[src/sv/wsfu_pkg.sv]
`timescale 1ns / 1ps
// ---------------------------------------------------------------------------
// wsfu_pkg
// shared types, codes and helpers of the websocket frame unmasker
// ---------------------------------------------------------------------------
package wsfu_pkg;

  // parser phases
  typedef enum logic [2:0] {
    PH_HDR0  = 3'd0,
    PH_HDR1  = 3'd1,
    PH_EXTHI = 3'd2,
    PH_EXTLO = 3'd3,
    PH_KEY   = 3'd4,
    PH_DATA  = 3'd5,
    PH_TRAIL = 3'd6
  } phase_t;

  // frame opcodes
  localparam logic [3:0] OP_TEXT   = 4'h1;
  localparam logic [3:0] OP_BINARY = 4'h2;
  localparam logic [3:0] OP_CLOSE  = 4'h8;
  localparam logic [3:0] OP_PING   = 4'h9;
  localparam logic [3:0] OP_PONG   = 4'hA;

  // status codes
  localparam logic [2:0] ST_TEXT   = 3'd0;
  localparam logic [2:0] ST_BINARY = 3'd1;
  localparam logic [2:0] ST_PING   = 3'd2;
  localparam logic [2:0] ST_PONG   = 3'd3;
  localparam logic [2:0] ST_CLOSE  = 3'd4;
  localparam logic [2:0] ST_ERROR  = 3'd5;

  // 7-bit length codes that select an extended length
  localparam logic [6:0] LEN_CODE_16 = 7'd126;
  localparam logic [6:0] LEN_CODE_64 = 7'd127;

  localparam logic [15:0] KEY_BYTES = 16'd4;

  // queue between parser and output side
  localparam int QDEPTH = 4;
  localparam int QAW    = $clog2(QDEPTH);

  // one queue entry: an optional payload word, then an optional status word
  typedef struct packed {
    logic        has_data;
    logic [7:0]  data;
    logic        has_status;
    logic [2:0]  status;
    logic [15:0] length;
  } entry_t;

  typedef struct packed {
    logic empty;
    logic full;
  } q_stat_t;

  function automatic logic [2:0] status_of_opcode(input logic [3:0] op);
    logic [2:0] st;
    case (op)
      OP_TEXT:   st = ST_TEXT;
      OP_BINARY: st = ST_BINARY;
      OP_PING:   st = ST_PING;
      OP_PONG:   st = ST_PONG;
      OP_CLOSE:  st = ST_CLOSE;
      default:   st = ST_ERROR;
    endcase
    return st;
  endfunction

endpackage

[src/sv/websocket_frame_unmasker_unit.sv]
`timescale 1ns / 1ps
// ---------------------------------------------------------------------------
// websocket_frame_unmasker_unit
// client-to-server websocket frame checker and payload unmasker
// ---------------------------------------------------------------------------
// usage:
//   input channel (in_valid / in_stall): one raw frame byte per word, with
//   frame_end set on the final byte of the frame
//   output channel (out_valid / out_stall): one result per word; kind 0 is
//   an unmasked payload byte, kind 1 is the closing status with last set
//   and the declared payload length
//   each taken payload or frame_end word is queued; its result is offered
//   once the entries ahead of it have gone. throughput: one input word per
//   cycle while the queue is not full. a frame_end byte that also carries
//   payload yields two output words, a four-entry queue absorbs that
//   when the receiver stalls the queue fills, then in_stall rises while the
//   queue is full; the parser keeps its state until words flow again
//   reset clears the parser, the queue pointers and the output split flag;
//   the block is ready for a frame header on the next cycle
//   on error status, payload words already sent belong to a bad frame
// ---------------------------------------------------------------------------
module websocket_frame_unmasker_unit (
  input  logic        clk,
  input  logic        rst,
  input  logic        in_valid,
  output logic        in_stall,
  input  logic [7:0]  in_byte,
  input  logic        frame_end,
  output logic        out_valid,
  input  logic        out_stall,
  output logic        kind,
  output logic [7:0]  out_byte,
  output logic [2:0]  frame_status,
  output logic [15:0] payload_length,
  output logic        last
);
  import wsfu_pkg::*;

  entry_t  wr_entry;   // parser result for the current input word
  entry_t  head;       // oldest queued entry
  q_stat_t qstat;
  logic    push;
  logic    pop;

  // front: header checks, length and key capture, xor unmask
  wsfu_front u_front (
    .clk       (clk),
    .rst       (rst),
    .in_valid  (in_valid),
    .in_byte   (in_byte),
    .frame_end (frame_end),
    .q_full    (qstat.full),
    .in_stall  (in_stall),
    .push      (push),
    .entry     (wr_entry)
  );

  // queue decouples parser from a stalling receiver
  wsfu_queue u_queue (
    .clk      (clk),
    .rst      (rst),
    .push     (push),
    .wr_entry (wr_entry),
    .pop      (pop),
    .head     (head),
    .stat     (qstat)
  );

  // back: sends payload word first, then status word
  wsfu_back u_back (
    .clk            (clk),
    .rst            (rst),
    .head           (head),
    .stat           (qstat),
    .out_stall      (out_stall),
    .pop            (pop),
    .out_valid      (out_valid),
    .kind           (kind),
    .out_byte       (out_byte),
    .frame_status   (frame_status),
    .payload_length (payload_length),
    .last           (last)
  );

  // never write into a full queue
  assert property (@(posedge clk) disable iff (rst) push |-> !qstat.full)
    else $error("queue overflow");

  // queue cannot be empty and full together
  assert property (@(posedge clk) disable iff (rst) !(qstat.empty && qstat.full))
    else $error("queue count corrupt");

  // a payload word taken from an entry with status is followed by that status
  assert property (@(posedge clk) disable iff (rst)
    (out_valid && !out_stall && !kind && head.has_status) |=>
      (out_valid && kind && last))
    else $error("status word lost after payload");

  // popping only happens on a taken word
  assert property (@(posedge clk) disable iff (rst)
    pop |-> (out_valid && !out_stall && (kind || !head.has_status)))
    else $error("queue pop without delivery");

endmodule

[src/sv/wsfu_front.sv]
`timescale 1ns / 1ps
// ---------------------------------------------------------------------------
// wsfu_front
// header parser and unmasker: one input word per cycle, while not full, into the queue
// ---------------------------------------------------------------------------
module wsfu_front (
  input  logic            clk,
  input  logic            rst,
  input  logic            in_valid,
  input  logic [7:0]      in_byte,
  input  logic            frame_end,
  input  logic            q_full,
  output logic            in_stall,
  output logic            push,
  output wsfu_pkg::entry_t entry
);
  import wsfu_pkg::*;

  phase_t      phase, phase_next;
  logic [3:0]  opcode, opcode_next;
  logic        error_seen, error_seen_next;
  logic [15:0] decl_len, decl_len_next;
  logic [15:0] byte_cnt, byte_cnt_next;
  logic [31:0] mask_key, mask_key_next;
  logic [15:0] cnt_inc;
  logic [7:0]  key_byte;
  logic        accept;

  assign in_stall = q_full;
  assign accept   = in_valid && !q_full;
  assign cnt_inc  = byte_cnt + 16'd1;

  always_comb begin
    case (byte_cnt[1:0])
      2'd0:    key_byte = mask_key[31:24];
      2'd1:    key_byte = mask_key[23:16];
      2'd2:    key_byte = mask_key[15:8];
      default: key_byte = mask_key[7:0];
    endcase
  end

  // next-state logic
  always_comb begin
    phase_next      = phase;
    opcode_next     = opcode;
    error_seen_next = error_seen;
    decl_len_next   = decl_len;
    byte_cnt_next   = byte_cnt;
    mask_key_next   = mask_key;
    case (phase)
      PH_HDR0: begin
        opcode_next = in_byte[3:0];
        if (!in_byte[7] || (in_byte[6:4] != 3'd0) ||
            (status_of_opcode(in_byte[3:0]) == ST_ERROR)) begin
          error_seen_next = 1'b1;
          phase_next      = PH_TRAIL;
        end else begin
          phase_next = PH_HDR1;
        end
      end
      PH_HDR1: begin
        if (!in_byte[7] || (in_byte[6:0] == LEN_CODE_64)) begin
          error_seen_next = 1'b1;
          phase_next      = PH_TRAIL;
        end else if (in_byte[6:0] == LEN_CODE_16) begin
          phase_next = PH_EXTHI;
        end else begin
          decl_len_next = {9'd0, in_byte[6:0]};
          byte_cnt_next = 16'd0;
          phase_next    = PH_KEY;
        end
      end
      PH_EXTHI: begin
        decl_len_next = {in_byte, 8'h00};
        phase_next    = PH_EXTLO;
      end
      PH_EXTLO: begin
        decl_len_next = decl_len | {8'h00, in_byte};
        byte_cnt_next = 16'd0;
        phase_next    = PH_KEY;
      end
      PH_KEY: begin
        mask_key_next = {mask_key[23:0], in_byte};
        if (cnt_inc >= KEY_BYTES) begin
          byte_cnt_next = 16'd0;
          phase_next    = (decl_len == 16'd0) ? PH_TRAIL : PH_DATA;
        end else begin
          byte_cnt_next = cnt_inc;
        end
      end
      PH_DATA: begin
        byte_cnt_next = cnt_inc;
        if (cnt_inc >= decl_len) begin
          phase_next = PH_TRAIL;
        end
      end
      default: begin
      end
    endcase
  end

  // queue entry for the current input word
  always_comb begin
    entry = '0;
    if (phase == PH_DATA) begin
      entry.has_data = 1'b1;
      entry.data     = in_byte ^ key_byte;
    end
    if (frame_end) begin
      entry.has_status = 1'b1;
      entry.status     = (error_seen_next || (phase_next != PH_TRAIL)) ?
                         ST_ERROR : status_of_opcode(opcode_next);
      entry.length     = decl_len_next;
    end
  end

  assign push = accept && (entry.has_data || entry.has_status);

  always_ff @(posedge clk) begin
    if (rst || (accept && frame_end)) begin
      phase      <= PH_HDR0;
      opcode     <= 4'd0;
      error_seen <= 1'b0;
      decl_len   <= 16'd0;
      byte_cnt   <= 16'd0;
      mask_key   <= 32'd0;
    end else if (accept) begin
      phase      <= phase_next;
      opcode     <= opcode_next;
      error_seen <= error_seen_next;
      decl_len   <= decl_len_next;
      byte_cnt   <= byte_cnt_next;
      mask_key   <= mask_key_next;
    end
  end

endmodule

[src/sv/wsfu_queue.sv]
`timescale 1ns / 1ps
// ---------------------------------------------------------------------------
// wsfu_queue
// short entry queue between parser and output side
// ---------------------------------------------------------------------------
module wsfu_queue (
  input  logic              clk,
  input  logic              rst,
  input  logic              push,
  input  wsfu_pkg::entry_t  wr_entry,
  input  logic              pop,
  output wsfu_pkg::entry_t  head,
  output wsfu_pkg::q_stat_t stat
);
  import wsfu_pkg::*;

  entry_t         slots [QDEPTH];
  logic [QAW-1:0] wr_ptr;
  logic [QAW-1:0] rd_ptr;
  logic [QAW:0]   count;

  assign head       = slots[rd_ptr];
  assign stat.empty = (count == '0);
  assign stat.full  = (count == (QAW+1)'(QDEPTH));

  always_ff @(posedge clk) begin
    if (push) begin
      slots[wr_ptr] <= wr_entry;
    end
  end

  always_ff @(posedge clk) begin
    if (rst) begin
      wr_ptr <= '0;
      rd_ptr <= '0;
      count  <= '0;
    end else begin
      if (push) begin
        wr_ptr <= wr_ptr + QAW'(1);
      end
      if (pop) begin
        rd_ptr <= rd_ptr + QAW'(1);
      end
      case ({push, pop})
        2'b10:   count <= count + (QAW+1)'(1);
        2'b01:   count <= count - (QAW+1)'(1);
        default: count <= count;
      endcase
    end
  end

endmodule

[src/sv/wsfu_back.sv]
`timescale 1ns / 1ps
// ---------------------------------------------------------------------------
// wsfu_back
// output side: splits a queue entry into payload and status words
// ---------------------------------------------------------------------------
module wsfu_back (
  input  logic              clk,
  input  logic              rst,
  input  wsfu_pkg::entry_t  head,
  input  wsfu_pkg::q_stat_t stat,
  input  logic              out_stall,
  output logic              pop,
  output logic              out_valid,
  output logic              kind,
  output logic [7:0]        out_byte,
  output logic [2:0]        frame_status,
  output logic [15:0]       payload_length,
  output logic              last
);
  import wsfu_pkg::*;

  logic data_done;
  logic show_data;
  logic take;
  logic split;

  assign out_valid = !stat.empty;
  assign show_data = head.has_data && !data_done;
  assign take      = out_valid && !out_stall;
  // payload word now, status word still to come
  assign split     = show_data && head.has_status;
  assign pop       = take && !split;

  always_comb begin
    if (show_data) begin
      kind           = 1'b0;
      out_byte       = head.data;
      frame_status   = ST_TEXT;
      payload_length = 16'd0;
      last           = 1'b0;
    end else begin
      kind           = 1'b1;
      out_byte       = 8'd0;
      frame_status   = head.status;
      payload_length = head.length;
      last           = 1'b1;
    end
  end

  always_ff @(posedge clk) begin
    if (rst) begin
      data_done <= 1'b0;
    end else if (take) begin
      data_done <= split;
    end
  end

endmodule
[config.mk]
export PLATFORM = sky130hd
export DESIGN_NAME = websocket_frame_unmasker_unit
export DESIGN_NICKNAME = d
export VERILOG_FILES = /design/src/sv/wsfu_pkg.sv /design/src/sv/websocket_frame_unmasker_unit.sv /design/src/sv/wsfu_front.sv /design/src/sv/wsfu_queue.sv /design/src/sv/wsfu_back.sv
export SDC_FILE = /design/constraint.sdc
export NUM_CORES = 1
export LEC_CHECK = 0
export BUFFER_PORTS_ARGS = -buffer_cell sky130_fd_sc_hd__buf_2
export CAP_MARGIN = 20
export CORE_UTILIZATION = 27
export CTS_CLUSTER_SIZE = 20
export DETAILED_ROUTE_END_ITERATION = 10
export GPL_ROUTABILITY_DRIVEN = 1
export GPL_TIMING_DRIVEN = 0
export PLACE_DENSITY_LB_ADDON = 0.05
export SKIP_CTS_REPAIR_TIMING = 1
export SYNTH_ARGS = -nofsm -noshare
export SYNTH_HDL_FRONTEND = slang
export SYNTH_SLANG_ARGS = --single-unit
[constraint.sdc]
create_clock -name clk -period 5.5 [get_ports clk]
set_input_delay 0.55 -clock clk [delete_from_list [all_inputs] [get_ports clk]]
set_output_delay 0.55 -clock clk [all_outputs]
set_load 0.005 [all_outputs]
Word level (Yosys, flattened, before mapping):

Memory sizes are Yosys's and may differ from the RTL's. A register that Yosys moved wholly into a read port is not among the register bits.
Cells that the tools add are included.

* add/subtract/negate cells: 5
* order comparisons: 2
* equal/unequal tests: 26
* multiplexer cells: 34
* bitwise operators: 2
* reductions and logical operators: 28

Operators with widths (number)
* $mux 16: 6
* $pmux 16 s4: 1
* $pmux 16 s3: 1
* $pmux 3 s5: 2
* $eq 4x4->1 const B: 6
* $mux 3: 8
* $pmux 8 s3: 1
* $mux 20: 1
* $pmux 3 s6: 1
* $add 16x1->16 const B: 1
* $ge 16x16->1: 1
* $ge 16x3->1 const B: 1
* $logic_not 16->1: 1
* $or 16x8->16: 1
* $eq 7x7->1 const B: 2
* $eq 3x3->1 const B: 4
* $mux 9: 1
* $eq 4x1->1 const B: 2
* $eq 4x2->1 const B: 2
* $mux 8: 1
* $xor 8x8->8: 1
* $logic_and 1x1->1: 7
* $eq 3x2->1 const B: 2
* $logic_not 1->1: 6
* other kinds (21): 37

* register bits after elaboration: 80
* RAM bits: 116
* bits of input ports: 13
* output and inout bits: 31
* memories kept: 1

Memories
* u_queue.slots: words 4, bits a word 29, read ports 1, clocked after memory_dff 1, wr ports 1, line wsfu_queue.sv:17 `entry_t slots [QDEPTH];`

Logic depth before layout (Yosys ltp):

Gate-level depths: netlist of the first run.

* depth in word-level cells: 15
* gate-level depth with buffers: 13
* depth with buffers taken out: 13

Cells and area by module:

From an unflattened synthesis of the first run, not the netlist that was laid out.

* cell total of the unflattened synthesis: 862
* area total of the unflattened synthesis: 9608.0 um^2

Modules (own cells, without submodules)
* wsfu_front: instances 1, cells each 625, area each 4652.0 um^2, sequential area each 1441.4 um^2
* wsfu_queue: instances 1, cells each 198, area each 4626.9 um^2, sequential area each 3663.5 um^2
* wsfu_back: instances 1, cells each 39, area each 329.1 um^2, sequential area each 20.0 um^2

Worst setup path after synthesis of the first run:

Ideal clock, no wire load.

* path type: flip-flop to flip-flop
* start: register u_front.byte_cnt[0]
* end: memory u_queue.slots[0][17] (netlist bit), data pin
* data arrival time: 3.092 ns
* slack: 2.169 ns
* stages on the path, launching flop included: 14
* cells stage by stage: dfxtp_1 -> ha_1 -> nand3_1 -> nor2_1 -> and3_1 -> xor2_1 -> ha_1 -> and4_1 -> o2111ai_1 -> a31o_2 -> a31oi_1 -> or2b_1 -> a211oi_2 -> nor4_1

RTL lines
* start, declared: line wsfu_front.sv:23 `logic [15:0] byte_cnt, byte_cnt_next;`
* start signal, assigned: line wsfu_front.sv:132 `byte_cnt <= byte_cnt_next;`
* end, declared: line wsfu_queue.sv:17

==> results.json, run 1 <==
{
  "synthCells": 818,
  "cp_max_fo": 12,
  "synth-edff-count": 116,
  "path_clk_slew_ps": 80,
  "die_h_um": 187,
  "grt_max_degree": 30,
  "start_util_pct": 27.5,
  "drive_gt1_share_pct": 15.4,
  "place.gp.congestion": 0.813,
  "synthesis.area_sq_mm": 0.00925,
  "crit_path_end_kind": "flip-flop",
  "final_hold_viol_count": 0,
  "synth_top_area_share_pct": 37.6,
  "die_area_sq_mm": 0.0350,
  "dp_hpwl_um": 17000,
  "fp.coreArea_sq_mm": 0.0336,
  "cpLargestDelayFamily": "simple AND/OR/NAND/NOR gates",
  "drt_pass1_iterations": 5,
  "crit_top_cell": "ha_1",
  "path_cells": "ha_1, nand3_1, nor2_1, and3_1, xor2_1, ha_1, and4_1, o2111ai_1, a31o_2, a31oi_1, or2b_1, a211oi_2, nor4_1",
  "ys_types": 61,
  "path_buf_inv": 0,
  "finalClockSkew_ps": 7.98,
  "htreeDepth": 4,
  "drtAntennaViolNets": 0,
  "first_global_vias": 6409,
  "wl_um": 24200,
  "synth.largest_area_cell": "edfxtp_1",
  "min_from": "in_byte[4]",
  "arrival_ps": 4810,
  "max_slew_margin_pct": 31.1,
  "rr_startpoint": "u_front.byte_cnt[0]$_SDFFE_PP0P_",
  "powerDensity_mw_per_mm2": 332,
  "crit_type": "flip-flop to flip-flop",
  "synth-main-ff-cell": "edfxtp_1",
  "endpoint": "u_queue.slots[2][17]$_DFFE_PP_",
  "status": "completed",
  "post-route-period-util_pct": 85.4,
  "die_x_um": 187,
  "drtIter0Drc": 515,
  "syn_avg_cell_area_sq_um": 11.3,
  "slew_viol_final": 0,
  "dpl_cell_area_sq_mm": 0.0101,
  "io_pins": 44,
  "antenna_found_initial": 0,
  "crit_required_ps": 5610,
  "yosysSeqAreaShare_pct": 55.4,
  "drcViolationCount": 0,
  "synth_nets": 858,
  "start_kind": "flip-flop",
  "power.leakage_nw": 3.58,
  "nets": 917,
  "wl_per_cell_um": 18.1,
  "num_rows": 67,
  "setup_tns_ps": 0,
  "vias": 6449,
  "grt_pass1_wl_um": 37400,
  "cts-buffers-inserted": 17,
  "grt_usage_pct": 14.0,
  "final_area_sq_mm": 0.0106,
  "worst-slew-pin-transition_ps": 1030,
  "cp_slowest_cell": "nor4_1",
  "rsz0062_at_grt": "no",
  "via_per_inst": 4.82,
  "overflow": 0,
  "period_needed_ps": 4700,
  "fmax_ghz": 0.213,
  "cts-root-buf": "clkbuf_16",
  "finalSetupViolCount": 0,
  "ff2ff_path_depth": 13,
  "async_reset_ff_share_pct": 0,
  "synthTopCellsByArea": "edfxtp_1, dfxtp_1, mux4_2, nand2_1, ha_1",
  "worstReg2RegEnd": "u_queue.slots[2][17]$_DFFE_PP_",
  "hold_class": "primary input to flip-flop",
  "clk_latency_ps": 430,
  "portBuffers": 36,
  "cpPeakStageDelay_ps": 840,
  "r2r_slack_ps": 800,
  "cap_viol_max_count": 0,
  "path_depth": 13,
  "ys_ff_latch": 198,
  "clk_path_buf_depth": 2,
  "n_antenna_cell": 0,
  "area_growth_pct": 14.8,
  "yosysWarningCount": 0,
  "cts_tree": "yes",
  "startpoint": "u_front.byte_cnt[0]$_SDFFE_PP0P_",
  "vdd_drop_max_mv": 0.220,
  "cts.sinks": 198
}
## layout by cell type (no fill, tap or decap), types with 9 or more instances in the layout
cell       netlist  layout
inv_1           32      32
edfxtp_1       116     116
nand3_1         10      10
dfxtp_1         82      82
nor2b_1         27      27
xnor2_1         20      20
and2_1          15      11
ha_1            26      26
a32o_1           9       9
nand2_1        106     106
buf_2            9      45
o21ai_0         15      15
nor3_1          10      10
clkbuf_1        36      37
a21oi_1         56      56
nor2_1          75      75
xor2_1           9       9
a22oi_1         30      30
mux4_2          29      29
clkbuf_16        0      17
## final cells by class
| type | instances | area (sq um) |
|---|---|---|
| clock buffer | 18 | 429 |
| multi-input combinational | 527 | 3710 |
| fill | 3376 | 23000 |
| tap | 448 | 561 |
| clock inverter | 14 | 113 |
| inverter | 33 | 124 |
| buffer | 60 | 297 |
| sequential | 198 | 5120 |
| timing repair buffer | 40 | 260 |
## cell usage after synthesis (2+ instances only)
cell type,count
nand3_1,10
xnor2_1,20
a21o_1,4
a31oi_1,2
a211oi_2,3
nand2_1,106
or3_1,4
o2111ai_1,2
buf_1,5
mux4_2,29
a211oi_1,6
ha_1,26
o31a_1,3
a21oi_1,56
buf_4,4
inv_1,32
a22oi_1,30
and2_1,15
nor3_1,10
nor2b_1,27
and3_1,2
xor2_1,9
a41oi_1,3
o21ai_0,15
nand2b_1,2
edfxtp_1,116
o211ai_1,6
dfxtp_1,82
a32o_1,9
nand4_1,8
clkbuf_1,36
or2_2,4
and4_1,3
buf_6,6
nor2_1,75
a222oi_1,8
nor4_1,8
buf_2,9
## sequential cells by signal (all words and copies together), names as in the netlist, named ones only
register,cells
u_front.error_seen,1
u_front.mask_key,32
u_queue.count,3
u_front.phase,3
u_queue.slots,116
u_back.data_done,1
u_queue.wr_ptr,2
u_front.byte_cnt,16
u_queue.rd_ptr,2
u_front.decl_len,16
u_front.opcode,4
## tightest hold or removal path, stage by stage
cell	delay, ps
buf_6	120
nand2_1	60
a21oi_1	50
## through the flow
step | instances | total power [mW] | worst slack, ps | hold slack (ps) | utilization, %
detailed placement | 1306 | 2.39 | 890 | 452 | 30.0
CTS | 1338 | 3.59 | 870 | 384 | 31.6
global placement | 1302 | 2.37 | 983 | 443 | 29.7
finish | 1338 | 3.53 | 802 | 404 | 31.6
floorplan | 818 | 2.14 | 2170 | 436 | -
global route | 1338 | 3.71 | 447 | 396 | 31.6
## power by group
group	internal, mW	switching [mW]
clock network	0.594	0.598
registers	1.62	0.0297
logic	0.308	0.381
total	2.52	1.01
## layer usage
metal / up-vias / wire [um] / GRT usage [%]
li1: 3086 / - / -
met1: 3208 / 11300 / 18.6
met2: 132 / 11700 / 23.5
met3: 23 / 920 / 2.27
met4: 0 / 327 / 4.19
met5: - / 0 / 0
## worst min-delay path by stage
stage | end | slack (ps) | depth (start not counted)
finish | u_front.mask_key[4]$_SDFFE_PP0P_ | 400 | 3
global route | u_front.mask_key[4]$_SDFFE_PP0P_ | 400 | 3
CTS | u_front.mask_key[4]$_SDFFE_PP0P_ | 380 | 3
detailed placement | u_front.mask_key[25]$_SDFFE_PP0P_ | 450 | 2
global placement | u_front.mask_key[25]$_SDFFE_PP0P_ | 440 | 2
floorplan | u_front.mask_key[25]$_SDFFE_PP0P_ | 440 | 2
## cells by family after synthesis
kind of cell	synth area share (%)
adders and majority gates	3.73
muxes	7.29
DFF	55.4
xor gates and xnor gates	2.74
and+or+nand+nor	14.5
AOI/OAI and AO/OA	11.8
buffers and inverters	4.54
Power figures use the tool's default switching activity.
==> run 2: changes to the inputs <==
- CORE_ASPECT_RATIO: not set -> 0.6
- REMOVE_ABC_BUFFERS: not set -> 1
- SLEW_MARGIN: not set -> 20
==> run 2 against run 1 <==
First-iteration DRC count down 9.5%; clock skew up 3.4 ps; clock power rose by 5%; critical endpoint is now u_queue.slots[1][17]$_DFFE_PP_; combinational power is essentially flat; wire length fell by 2.0%; global-route usage rose by 0.39 points; largest power group unchanged.
==> results.json, run 2 (same netlist as run 1, synthesis figures left out) <==
{
  "hold_class": "primary input to flip-flop",
  "portBuffers": 43,
  "largest-register": "u_queue.slots",
  "max_slew_margin_pct": 40.9,
  "powerDensity_mw_per_mm2": 342,
  "postLayoutCoreUtil_pct": 31.3,
  "cts.sinks": 198,
  "htreeDepth": 4,
  "cts-buffers-inserted": 17,
  "path_clk_slew_ps": 80,
  "period_needed_ps": 4580,
  "area_growth_pct": 14.1,
  "fillers": 3476,
  "drcViolationCount": 0,
  "setup_tns_ps": 0,
  "cts-root-buf": "clkbuf_16",
  "n_antenna_cell": 0,
  "power.leakage_nw": 3.54,
  "nets": 871,
  "crit_type": "flip-flop to flip-flop",
  "arrival_ps": 4740,
  "vias": 6234,
  "die_x_um": 241,
  "fmax_ghz": 0.218,
  "wl_per_cell_um": 18.2,
  "via_per_inst": 4.78,
  "layout_commonest_cell": "edfxtp_1",
  "fin_total_pwr_mw": 3.61,
  "slew_viol_final": 0,
  "place.gp.congestion": 0.747,
  "finalSetupViolCount": 0,
  "largest_reg_flops": 116,
  "grt_max_degree": 61,
  "io_pins": 44,
  "die_h_um": 145,
  "grt_pass1_wl_um": 37600,
  "grt_usage_pct": 14.4,
  "finalWorstSetupSlack_ps": 923,
  "reg_top3": "u_queue.slots (116), u_front.mask_key (32)",
  "finalClockSkew_ps": 11.4,
  "die_area_sq_mm": 0.0350,
  "cts_tree": "yes",
  "antenna_found_initial": 0,
  "num_rows": 52,
  "crit_required_ps": 5660,
  "dp_slack_ps": 925,
  "clk_latency_ps": 450,
  "dp_hpwl_um": 16500,
  "cap_viol_max_count": 0,
  "start_util_pct": 27.5,
  "wl_um": 23700,
  "fp.coreArea_sq_mm": 0.0337,
  "drtIter0Drc": 466,
  "rsz0062_at_grt": "no",
  "drtAntennaViolNets": 0,
  "cp_max_fo": 12,
  "final_hold_viol_count": 0,
  "crit_path_end_kind": "flip-flop",
  "first_global_vias": 6430,
  "overflow": 0,
  "worst-slew-pin-transition_ps": 882,
  "vdd_drop_max_mv": 0.238,
  "status": "completed",
  "start_kind": "flip-flop",
  "post-route-period-util_pct": 83.2,
  "layout_common_cells": "edfxtp_1, nand2_1, dfxtp_1, nor2_1, a21oi_1",
  "drive_gt1_share_pct": 17.1,
  "clk_path_buf_depth": 2,
  "drt_pass1_iterations": 6
}
run 2: changes by cell type in the layout (fill, tap and decap cells not counted), sizes merged:
cell | previous run | this run
clkbuf | 54 | 22
buf | 64 | 54
clkinv | 6 | 3
inv | 41 | 39
clkinvlp | 0 | 1
run 2: cell type report:
type | count | area (sq um) | share of cell area, %
Sequential cell | 198 | 5130 | 48.6
Multi-Input combinational cell | 527 | 3750 | 35.6
Tap cell | 459 | 574 | 5.44
Clock buffer | 22 | 497 | 4.70
Timing Repair Buffer | 54 | 398 | 3.77
Inverter | 33 | 124 | 1.17
Clock inverter | 10 | 80.1 | 0.758
run 2: path summary, 6_finish.rpt:
path / cells past startpoint / to / from / slack (ps)
worst max register to register: 13 / u_queue.slots[1][17]$_DFFE_PP_ / u_front.byte_cnt[0]$_SDFFE_PP0P_ / 920
worst min-delay path: 4 / u_back.data_done$_SDFFE_PP0P_ / out_stall / 410
worst min register to register: 2 / u_front.mask_key[24]$_SDFFE_PP0P_ / u_front.mask_key[24]$_SDFFE_PP0P_ / 460
worst max-delay path: 13 / u_queue.slots[1][17]$_DFFE_PP_ / u_front.byte_cnt[0]$_SDFFE_PP0P_ / 920
run 2: per-stage QoR:
| step | cell area (sq um) | instances | hold slack, ps |
|---|---|---|---|
| after floorplan | 8960 | 758 | 436 |
| after global placement | 9750 | 1260 | 442 |
| after detailed placement | 9970 | 1270 | 454 |
| after CTS | 10500 | 1302 | 373 |
| after global routing | 10600 | 1303 | 410 |
| final | 10600 | 1303 | 410 |
run 2: layer usage:
metal | vias up | share of wire, % | routed length [um] | global-route usage [%]
li1 | 2993 | - | - | -
met4 | 0 | 1.1 | 253 | 4.24
met1 | 3105 | 53 | 12600 | 21.6
met2 | 121 | 43 | 10100 | 20.8
met5 | - | 0 | 0 | 0
met3 | 15 | 3.3 | 779 | 2.98
run 2: power by group:
group	total [mW]	switching [mW]	internal, mW
sequential	1.67	0.0534	1.62
combinational	0.689	0.370	0.319
clock	1.25	0.592	0.655
run 2: critical path: stages, from the launching register on:
cell and delay (ps):
dfxtp_1 580, ha_1 360, nand3_1 360, nor2_1 450, and3_1 230, xor2_1 90
ha_1 300, and4_1 260, o2111ai_1 150, a31o_2 260, a31oi_1 290, or2b_1 220
a211oi_2 120, nor4_1 620
